<file path="config.mk">
export PLATFORM = sky130hd
export DESIGN_NAME = fsm_transition_table_flat
export DESIGN_NICKNAME = d
export VERILOG_FILES = /design/src/rtl/ftt_pkg.sv /design/src/rtl/ftt_ifs.sv /design/src/rtl/ftt_cell.sv /design/src/rtl/ftt_ctrl.sv /design/src/rtl/fsm_transition_table.sv /design/src/flat_wrapper.sv
export SDC_FILE = /design/constraint.sdc
export NUM_CORES = 2
export LEC_CHECK = 0
export BUFFER_PORTS_ARGS = -buffer_cell sky130_fd_sc_hd__buf_2
export CORE_ASPECT_RATIO = 0.9
export CORE_MARGIN = 4
export CORE_UTILIZATION = 50
export CTS_CLUSTER_DIAMETER = 200
export DETAILED_ROUTE_END_ITERATION = 16
export PLACE_DENSITY = 0.79
export SETUP_SLACK_MARGIN = 0.4
export SLEW_MARGIN = 15
export SYNTH_ARGS = -nofsm -noshare
export SYNTH_HDL_FRONTEND = slang
export SYNTH_SLANG_ARGS = --single-unit
</file>
<file path="constraint.sdc">
create_clock -name clock -period 4.6 [get_ports clock]
set_input_delay 0.69 -clock clock [delete_from_list [all_inputs] [get_ports clock]]
set_output_delay 0.69 -clock clock [all_outputs]
set_load 0.005 [all_outputs]
</file>
<file path="src/rtl/ftt_pkg.sv">
// ftt_pkg: shared types, codes and defaults for the fsm transition table
// no dependencies; used by the interfaces, the cells, the controller and the top level
package ftt_pkg;

   localparam int TABLE_ENTRIES_DEFAULT = 8;
   localparam int WORD_WIDTH = 32;

   localparam logic [1:0] OP_LOOKUP = 2'd0;
   localparam logic [1:0] OP_ADD    = 2'd1;
   localparam logic [1:0] OP_DELETE = 2'd2;

   localparam logic [1:0] STATUS_OK        = 2'd0;
   localparam logic [1:0] STATUS_FULL      = 2'd1;
   localparam logic [1:0] STATUS_NOT_FOUND = 2'd2;

   // word that walks along the cell chain, one cell per cycle
   typedef struct packed {
      logic                          active;
      logic [1:0]                    op;
      logic signed [WORD_WIDTH-1:0]  key;
      logic signed [WORD_WIDTH-1:0]  tgt;
      logic                          found;
      logic signed [WORD_WIDTH-1:0]  next;
   } scan_type;

endpackage

</file>
<file path="src/rtl/ftt_ifs.sv">
// ftt_ifs: valid/ready channel interfaces for request, response and csr words
// depends on ftt_pkg
interface ftt_req_if
   import ftt_pkg::*;
();
   logic                          valid;
   logic                          ready;
   logic [1:0]                    operation;
   logic signed [WORD_WIDTH-1:0]  input_key;
   logic signed [WORD_WIDTH-1:0]  target_state;

   modport source (output valid, operation, input_key, target_state, input ready);
   modport sink   (input valid, operation, input_key, target_state, output ready);
endinterface

interface ftt_rsp_if
   import ftt_pkg::*;
();
   logic                          valid;
   logic                          ready;
   logic signed [WORD_WIDTH-1:0]  next_state;
   logic                          matched;
   logic [1:0]                    status;

   modport source (output valid, next_state, matched, status, input ready);
   modport sink   (input valid, next_state, matched, status, output ready);
endinterface

interface ftt_csr_if
   import ftt_pkg::*;
();
   logic                          valid;
   logic                          ready;
   logic signed [WORD_WIDTH-1:0]  own_state_id;

   modport source (output valid, own_state_id, input ready);
   modport sink   (input valid, own_state_id, output ready);
endinterface

</file>
<file path="src/rtl/ftt_cell.sv">
// ftt_cell: one table slot (key, target); updates itself as the scan word passes
// depends on ftt_pkg
module ftt_cell
   import ftt_pkg::*;
(
   input  logic                          clock,
   input  logic                          reset,
   input  scan_type                      scan_i,
   input  logic signed [WORD_WIDTH-1:0]  nbr_key,
   input  logic signed [WORD_WIDTH-1:0]  nbr_target,
   output scan_type                      scan_o,
   output logic signed [WORD_WIDTH-1:0]  key_o,
   output logic signed [WORD_WIDTH-1:0]  target_o
);

   logic signed [WORD_WIDTH-1:0] key_ff, key_in;
   logic signed [WORD_WIDTH-1:0] target_ff, target_in;
   scan_type                     scan_ff, scan_in;
   logic                         used;

   assign used = (target_ff != '0);

   always_comb begin
      key_in    = key_ff;
      target_in = target_ff;
      scan_in   = scan_i;
      if (scan_i.active) begin
         unique case (scan_i.op)
            OP_LOOKUP: begin
               if (!scan_i.found && used && (key_ff == scan_i.key)) begin
                  scan_in.found = 1'b1;
                  scan_in.next  = target_ff;
               end
            end
            OP_ADD: begin
               if (!scan_i.found && !used && (scan_i.tgt != '0)) begin
                  key_in        = scan_i.key;
                  target_in     = scan_i.tgt;
                  scan_in.found = 1'b1;
               end
            end
            OP_DELETE: begin
               // once the victim is found every later slot pulls from its neighbor
               if (scan_i.found || (used && (target_ff == scan_i.tgt))) begin
                  key_in        = nbr_key;
                  target_in     = nbr_target;
                  scan_in.found = 1'b1;
               end
            end
            default: begin
            end
         endcase
      end
   end

   always_ff @(posedge clock) begin
      if (reset) begin
         key_ff    <= '0;
         target_ff <= '0;
         scan_ff   <= '0;
      end else begin
         key_ff    <= key_in;
         target_ff <= target_in;
         scan_ff   <= scan_in;
      end
   end

   assign scan_o   = scan_ff;
   assign key_o    = key_ff;
   assign target_o = target_ff;

endmodule

</file>
<file path="src/rtl/ftt_ctrl.sv">
// ftt_ctrl: request intake, scan launch, response register and own state id csr
// depends on ftt_pkg
module ftt_ctrl
   import ftt_pkg::*;
(
   input  logic                          clock,
   input  logic                          reset,
   input  logic                          req_valid,
   output logic                          req_ready,
   input  logic [1:0]                    req_operation,
   input  logic signed [WORD_WIDTH-1:0]  req_input_key,
   input  logic signed [WORD_WIDTH-1:0]  req_target_state,
   output logic                          rsp_valid,
   input  logic                          rsp_ready,
   output logic signed [WORD_WIDTH-1:0]  rsp_next_state,
   output logic                          rsp_matched,
   output logic [1:0]                    rsp_status,
   input  logic                          csr_valid,
   input  logic signed [WORD_WIDTH-1:0]  csr_data,
   output scan_type                      launch_o,
   input  scan_type                      done_i
);

   typedef enum logic [1:0] {
      ST_IDLE,
      ST_SCAN,
      ST_RESPOND
   } state_type;

   state_type                    state_ff;
   scan_type                     launch_ff;
   logic                         rsp_valid_ff;
   logic signed [WORD_WIDTH-1:0] rsp_next_ff, rsp_next_in;
   logic                         rsp_matched_ff, rsp_matched_in;
   logic [1:0]                   rsp_status_ff, rsp_status_in;
   logic signed [WORD_WIDTH-1:0] own_id_ff;

   // response word built from the scan word leaving the last cell
   always_comb begin
      rsp_next_in    = '0;
      rsp_matched_in = 1'b0;
      rsp_status_in  = STATUS_OK;
      unique case (done_i.op)
         OP_LOOKUP: begin
            rsp_next_in    = done_i.found ? done_i.next : own_id_ff;
            rsp_matched_in = done_i.found;
         end
         OP_ADD: begin
            if ((done_i.tgt != '0) && !done_i.found) begin
               rsp_status_in = STATUS_FULL;
            end
         end
         OP_DELETE: begin
            if (!done_i.found) begin
               rsp_status_in = STATUS_NOT_FOUND;
            end
         end
         default: begin
         end
      endcase
   end

   always_ff @(posedge clock) begin
      if (reset) begin
         state_ff     <= ST_IDLE;
         launch_ff    <= '0;
         rsp_valid_ff <= 1'b0;
         own_id_ff    <= '0;
      end else begin
         if (csr_valid) begin
            own_id_ff <= csr_data;
         end
         unique case (state_ff)
            ST_IDLE: begin
               if (req_valid) begin
                  launch_ff.active <= 1'b1;
                  launch_ff.op     <= req_operation;
                  launch_ff.key    <= req_input_key;
                  launch_ff.tgt    <= req_target_state;
                  launch_ff.found  <= 1'b0;
                  launch_ff.next   <= '0;
                  state_ff         <= ST_SCAN;
               end
            end
            ST_SCAN: begin
               launch_ff.active <= 1'b0;
               if (done_i.active) begin
                  rsp_next_ff    <= rsp_next_in;
                  rsp_matched_ff <= rsp_matched_in;
                  rsp_status_ff  <= rsp_status_in;
                  rsp_valid_ff   <= 1'b1;
                  state_ff       <= ST_RESPOND;
               end
            end
            ST_RESPOND: begin
               if (rsp_ready) begin
                  rsp_valid_ff <= 1'b0;
                  state_ff     <= ST_IDLE;
               end
            end
            default: begin
               state_ff <= ST_IDLE;
            end
         endcase
      end
   end

   assign req_ready      = (state_ff == ST_IDLE);
   assign launch_o       = launch_ff;
   assign rsp_valid      = rsp_valid_ff;
   assign rsp_next_state = rsp_next_ff;
   assign rsp_matched    = rsp_matched_ff;
   assign rsp_status     = rsp_status_ff;

endmodule

</file>
<file path="src/rtl/fsm_transition_table.sv">
// fsm_transition_table: top level, controller plus a chain of TABLE_ENTRIES slot cells
// depends on ftt_pkg, ftt_ifs, ftt_cell, ftt_ctrl
//
//   port       dir   word
//   req_chan   in    operation, input_key, target_state
//   rsp_chan   out   next_state, matched, status
//   csr_chan   in    own_state_id (always ready)
//
// one word at a time: the scan word walks the slot chain one cell per cycle,
// and req_chan is not ready for the next item until the response is taken;
// a stalled response holds req_chan off.
// synchronous reset clears the table, own_state_id and all handshakes; no sweep.
module fsm_transition_table
   import ftt_pkg::*;
#(
   parameter int TABLE_ENTRIES = TABLE_ENTRIES_DEFAULT
) (
   input  logic        clock,
   input  logic        reset,
   ftt_req_if.sink     req_chan,
   ftt_rsp_if.source   rsp_chan,
   ftt_csr_if.sink     csr_chan
);

   scan_type                     scan_w [TABLE_ENTRIES+1];
   logic signed [WORD_WIDTH-1:0] key_w [TABLE_ENTRIES];
   logic signed [WORD_WIDTH-1:0] target_w [TABLE_ENTRIES];

   assign csr_chan.ready = 1'b1;

   ftt_ctrl u_ctrl (
      .clock            (clock),
      .reset            (reset),
      .req_valid        (req_chan.valid),
      .req_ready        (req_chan.ready),
      .req_operation    (req_chan.operation),
      .req_input_key    (req_chan.input_key),
      .req_target_state (req_chan.target_state),
      .rsp_valid        (rsp_chan.valid),
      .rsp_ready        (rsp_chan.ready),
      .rsp_next_state   (rsp_chan.next_state),
      .rsp_matched      (rsp_chan.matched),
      .rsp_status       (rsp_chan.status),
      .csr_valid        (csr_chan.valid),
      .csr_data         (csr_chan.own_state_id),
      .launch_o         (scan_w[0]),
      .done_i           (scan_w[TABLE_ENTRIES])
   );

   for (genvar i = 0; i < TABLE_ENTRIES; i++) begin : g_cell
      logic signed [WORD_WIDTH-1:0] nbr_key;
      logic signed [WORD_WIDTH-1:0] nbr_target;

      if (i == TABLE_ENTRIES - 1) begin : g_last
         assign nbr_key    = '0;
         assign nbr_target = '0;
      end else begin : g_mid
         assign nbr_key    = key_w[i+1];
         assign nbr_target = target_w[i+1];
      end

      ftt_cell u_cell (
         .clock      (clock),
         .reset      (reset),
         .scan_i     (scan_w[i]),
         .nbr_key    (nbr_key),
         .nbr_target (nbr_target),
         .scan_o     (scan_w[i+1]),
         .key_o      (key_w[i]),
         .target_o   (target_w[i])
      );
   end

endmodule
</file>
<file path="src/flat_wrapper.sv">
// flat-port wrapper written by rule: the top's interface ports become plain ports
module fsm_transition_table_flat import ftt_pkg::*;
#(
   parameter int TABLE_ENTRIES = TABLE_ENTRIES_DEFAULT
)
  (clock, reset, req_chan_valid, req_chan_operation, req_chan_input_key, req_chan_target_state, req_chan_ready, rsp_chan_valid, rsp_chan_next_state, rsp_chan_matched, rsp_chan_status, rsp_chan_ready, csr_chan_valid, csr_chan_own_state_id, csr_chan_ready);
  ftt_req_if req_chan_i ();
  ftt_rsp_if rsp_chan_i ();
  ftt_csr_if csr_chan_i ();
  input  logic clock;
  input  logic reset;
  input wire logic [$bits(req_chan_i.valid)-1:0] req_chan_valid;
  input wire logic [$bits(req_chan_i.operation)-1:0] req_chan_operation;
  input wire logic [$bits(req_chan_i.input_key)-1:0] req_chan_input_key;
  input wire logic [$bits(req_chan_i.target_state)-1:0] req_chan_target_state;
  output wire logic [$bits(req_chan_i.ready)-1:0] req_chan_ready;
  output wire logic [$bits(rsp_chan_i.valid)-1:0] rsp_chan_valid;
  output wire logic [$bits(rsp_chan_i.next_state)-1:0] rsp_chan_next_state;
  output wire logic [$bits(rsp_chan_i.matched)-1:0] rsp_chan_matched;
  output wire logic [$bits(rsp_chan_i.status)-1:0] rsp_chan_status;
  input wire logic [$bits(rsp_chan_i.ready)-1:0] rsp_chan_ready;
  input wire logic [$bits(csr_chan_i.valid)-1:0] csr_chan_valid;
  input wire logic [$bits(csr_chan_i.own_state_id)-1:0] csr_chan_own_state_id;
  output wire logic [$bits(csr_chan_i.ready)-1:0] csr_chan_ready;
  assign req_chan_i.valid = req_chan_valid;
  assign req_chan_i.operation = req_chan_operation;
  assign req_chan_i.input_key = req_chan_input_key;
  assign req_chan_i.target_state = req_chan_target_state;
  assign req_chan_ready = req_chan_i.ready;
  assign rsp_chan_valid = rsp_chan_i.valid;
  assign rsp_chan_next_state = rsp_chan_i.next_state;
  assign rsp_chan_matched = rsp_chan_i.matched;
  assign rsp_chan_status = rsp_chan_i.status;
  assign rsp_chan_i.ready = rsp_chan_ready;
  assign csr_chan_i.valid = csr_chan_valid;
  assign csr_chan_i.own_state_id = csr_chan_own_state_id;
  assign csr_chan_ready = csr_chan_i.ready;
  fsm_transition_table #(.TABLE_ENTRIES(TABLE_ENTRIES)) u_core (.clock(clock), .reset(reset), .req_chan(req_chan_i), .rsp_chan(rsp_chan_i), .csr_chan(csr_chan_i));
endmodule
</file>
==> impl_metrics.toml <==
[outcome]
status = "completed"

[detailed_routing]
drc = 0
ant_nets = 0
routed_wl_mm = 149.2
routedWlPerCell_um = 19.36
vias = 41680
vias_per_cell = 5.409
drt-initial-drc-count = 3174
dr.pass1.iters = 5

[clocking]
h-tree-depth = 4
cts-root-buf = "clkbuf_16"
cts_setup_buffers = 0
clockBufferDepth = 3
cts_tree = "yes"
ctsResizeCount = 0
clk_pin_slew_worst_paths_ns = 0.06
clk_latency_ns = 0.77
cts_made_buffers = 137
cts.sinks = 1417
ctsHoldBuffers = 0

[logic_synthesis]
synth_cells = 6016
netlist.area_leader.share_pct = 44.33
synth_fp_nets = 6150
yosysSeqAreaShare_pct = 46.01
yosysTopAreaCell = "dfxtp_1"
yosys_warnings = 0
synth-edff-count = 35
synth_common_cells = "dfxtp_1 (1382), nor2b_1 (975), mux2i_1 (801), nor2_1 (671), xor2_1 (497)"
syn_area_per_cell_um2 = 10.37
synth_flop_cell = "dfxtp_1"
synth_most_common_cell = "dfxtp_1"
syn_area_um2 = 62410
async_flop_share_pct = 0
ys_ff_latch = 1417
ys_types = 52
synth_area_leaders = "dfxtp_1 (44%), mux2i_1 (13%), nor2b_1 (9.8%), xor2_1 (7.0%), mux2_1 (6.7%)"

[die]
die_h_um = 343.2
die_x_um = 380.4
start_util_pct = 50.54
dieArea_um2 = 130500
rows = 122
core-area_um2 = 123500
pin_count = 141

[critical_path]
timing.rr.start = "u_core.g_cell[0].u_cell.scan_o[97]"
setup.worst_path.end_class = "flop"
crit_family = "compound AO/OA/AOI/OAI gates"
path_cells = "inv_1, ha_4, mux2_2, o21ai_4, buf_4, mux2_1"
cp.required_ns = 5.24
crit_type = "reg2reg"
start_kind = "flop"
crit_arrival_ns = 4.06
cp_slowest_cell = "o21ai_4"
crit_fanout = 35
crit_buf_inv = 2
crit_path_max_incr_delay_ns = 0.92
cp-startpoint = "u_core.g_cell[0].u_cell.scan_o[97]"

[timing]
fin_worst_skew_ns = 0.02790
finalSetupViolCount = 0
finalCritPeriodShare_pct = 74.29
finalSetupTns_ns = 0
fmax_mhz = 292.6
rsz0062_at_grt = "no"
finalHoldViolations = 0
worst_slew_margin_rel_pct = 21.50
period_minus_slack_ns = 3.417
whs_ns = 0.1413
worst_pin_slew_ns = 1.173
maxSlewViolCount = 0

[power]
powerDensity_nw_per_um2 = 369.0
swShare_pct = 22.92
p_int_mw = 19.64
switching_power_mw = 5.842
vdd_drop_max_mv = 0.3321
total_leakage_power_nw = 29.28
pwr-share-clk_pct = 45.3
pwr-share-seq_pct = 49.8
p_comb_share_pct = 5.0

[worst_hold_path]
hp-class = "in2reg"
worstHoldStart = "req_chan_target_state[16]"

[finish]
multi_input_area_um2 = 32120
num-fill-cells = 10364
syn2layout_area_growth_pct = 10.65
seq_area_um2 = 28720
finalNetCount = 6119
num_antenna_cells = 0
drive_gt1_share_pct = 9.846

[placed_design]
portBuffers = 139
dp_hpwl_mm = 106.4
globalplace.congestion = 0.9245

[global_routing]
antenna_found_initial = 1
grt-ovfl-total = 0
grt_max_degree = 142
track_usage_pct = 22.09
grt_pass1_vias = 39919
grt_pass1_wl_mm = 233.2

[job]
max_cap_violations = 0
==> path summary, 6_finish.rpt <==
check / end / slack (ns) / cells past startpoint
setup reg to reg: u_core.g_cell[1].u_cell.key_o[27] / 1.18 / 6
hold reg to reg: u_core.g_cell[7].u_cell.scan_o[17] / 0.47 / 2
setup / recovery: u_core.g_cell[1].u_cell.key_o[27] / 1.18 / 6
hold / removal: u_core.u_ctrl.launch_o[49] / 0.14 / 2
==> per-layer routing <==
metal | vias up | GRT usage (%) | share of wire [%]
met4 | 0 | 9.320 | 3.8
met1 | 19802 | 33.06 | 50
met3 | 276 | 2.559 | 4.8
met2 | 1162 | 32.10 | 42
met5 | - | 0 | 0
li1 | 20440 | - | -
==> cells by family after synthesis <==
| family | count (synthesis) | synth area share [%] |
|---|---|---|
| other cells | 1 | 0.006009 |
| xor+xnor | 512 | 7.185 |
| flops | 1417 | 46.01 |
| mux | 1192 | 19.90 |
| simple gates | 2188 | 19.48 |
| compound gates | 262 | 3.901 |
| fa+ha+maj | 31 | 0.6215 |
| buf+inv | 413 | 2.893 |
==> area by class of cell <==
| cell class | count | area share, % |
|---|---|---|
| Inverter | 26 | 0.1450 |
| Multi-Input combinational cell | 4186 | 46.51 |
| Tap cell | 1612 | 2.921 |
| Sequential cell | 1417 | 41.59 |
| Timing Repair Buffer | 217 | 2.113 |
| Clock buffer | 198 | 5.774 |
| Clock inverter | 50 | 0.9440 |
==> flip-flops by register name, summed over array words and instances, names as in the netlist <==
| name | flops |
|---|---|
| u_core.g_cell.u_cell.key_o | 256 |
| u_core.g_cell.u_cell.scan_o | 768 |
| u_core.g_cell.u_cell.target_o | 256 |
| u_core.u_ctrl.launch_o | 67 |
| u_core.u_ctrl.own_id_ff | 32 |
| u_core.u_ctrl.rsp_matched | 1 |
| u_core.u_ctrl.rsp_next_state | 32 |
| u_core.u_ctrl.rsp_status | 2 |
| u_core.u_ctrl.rsp_valid | 1 |
| u_core.u_ctrl.state_ff | 2 |
==> placed cells by master (no fill, tap or decap), drive strengths merged, types with 11 or more instances in the layout <==
cell type	Yosys	routed
mux2	391	391
nor2b	975	975
o22a	66	66
o41ai	64	64
nor3	35	35
mux2i	801	801
and4	14	14
nand4	38	38
xnor2	15	15
buf	119	217
nand3	16	16
or3b	63	63
dfxtp	1382	1382
inv	26	38
a21oi	16	16
nand2b	69	69
bufinv	0	11
nand2	14	14
and3	32	32
o211ai	11	11
nor2	671	671
edfxtp	35	35
o21ai	67	67
ha	31	31
nor4	254	254
clkinv	0	27
xor2	497	497
clkbuf	268	198
==> stage by stage <==
| stage | total power, mW | std cells | instance area (µm²) | setup slack [ns] | utilization (%) |
|---|---|---|---|---|---|
| 2_1_floorplan | 13.78 | 6016 | 62410 | 1.318 | - |
| 3_3_place_gp | 14.18 | 7458 | 64420 | 1.244 | 52.16 |
| 3_5_place_dp | 14.20 | 7458 | 64420 | 1.219 | 52.16 |
| 4_1_cts | 25.65 | 7706 | 69060 | 1.201 | 55.92 |
| 5_1_grt | 26.27 | 7706 | 69060 | 1.074 | 55.92 |
| 6_report | 25.48 | 7706 | 69060 | 1.183 | 55.92 |
==> worst register-to-register path, delay by kind of cell, from the launching register on <==
family,cells,cell delay [ns]
fa+ha+maj,1,0.53
mux,2,0.82
compound gates,1,0.92
flops,1,0.34
buf+inv,2,0.69
==> power groups by stage <==
stage | Combinational (mW) | Clock, mW | Sequential [mW]
after floorplan | 0.909 | 0 | 12.9
after global placement | 1.24 | 0 | 12.9
after global routing | 1.36 | 12.2 | 12.7
final | 1.26 | 11.5 | 12.7
after CTS | 1.26 | 11.7 | 12.7
after detailed placement | 1.25 | 0 | 12.9
Note: power is estimated with default switching activity, not from simulation.
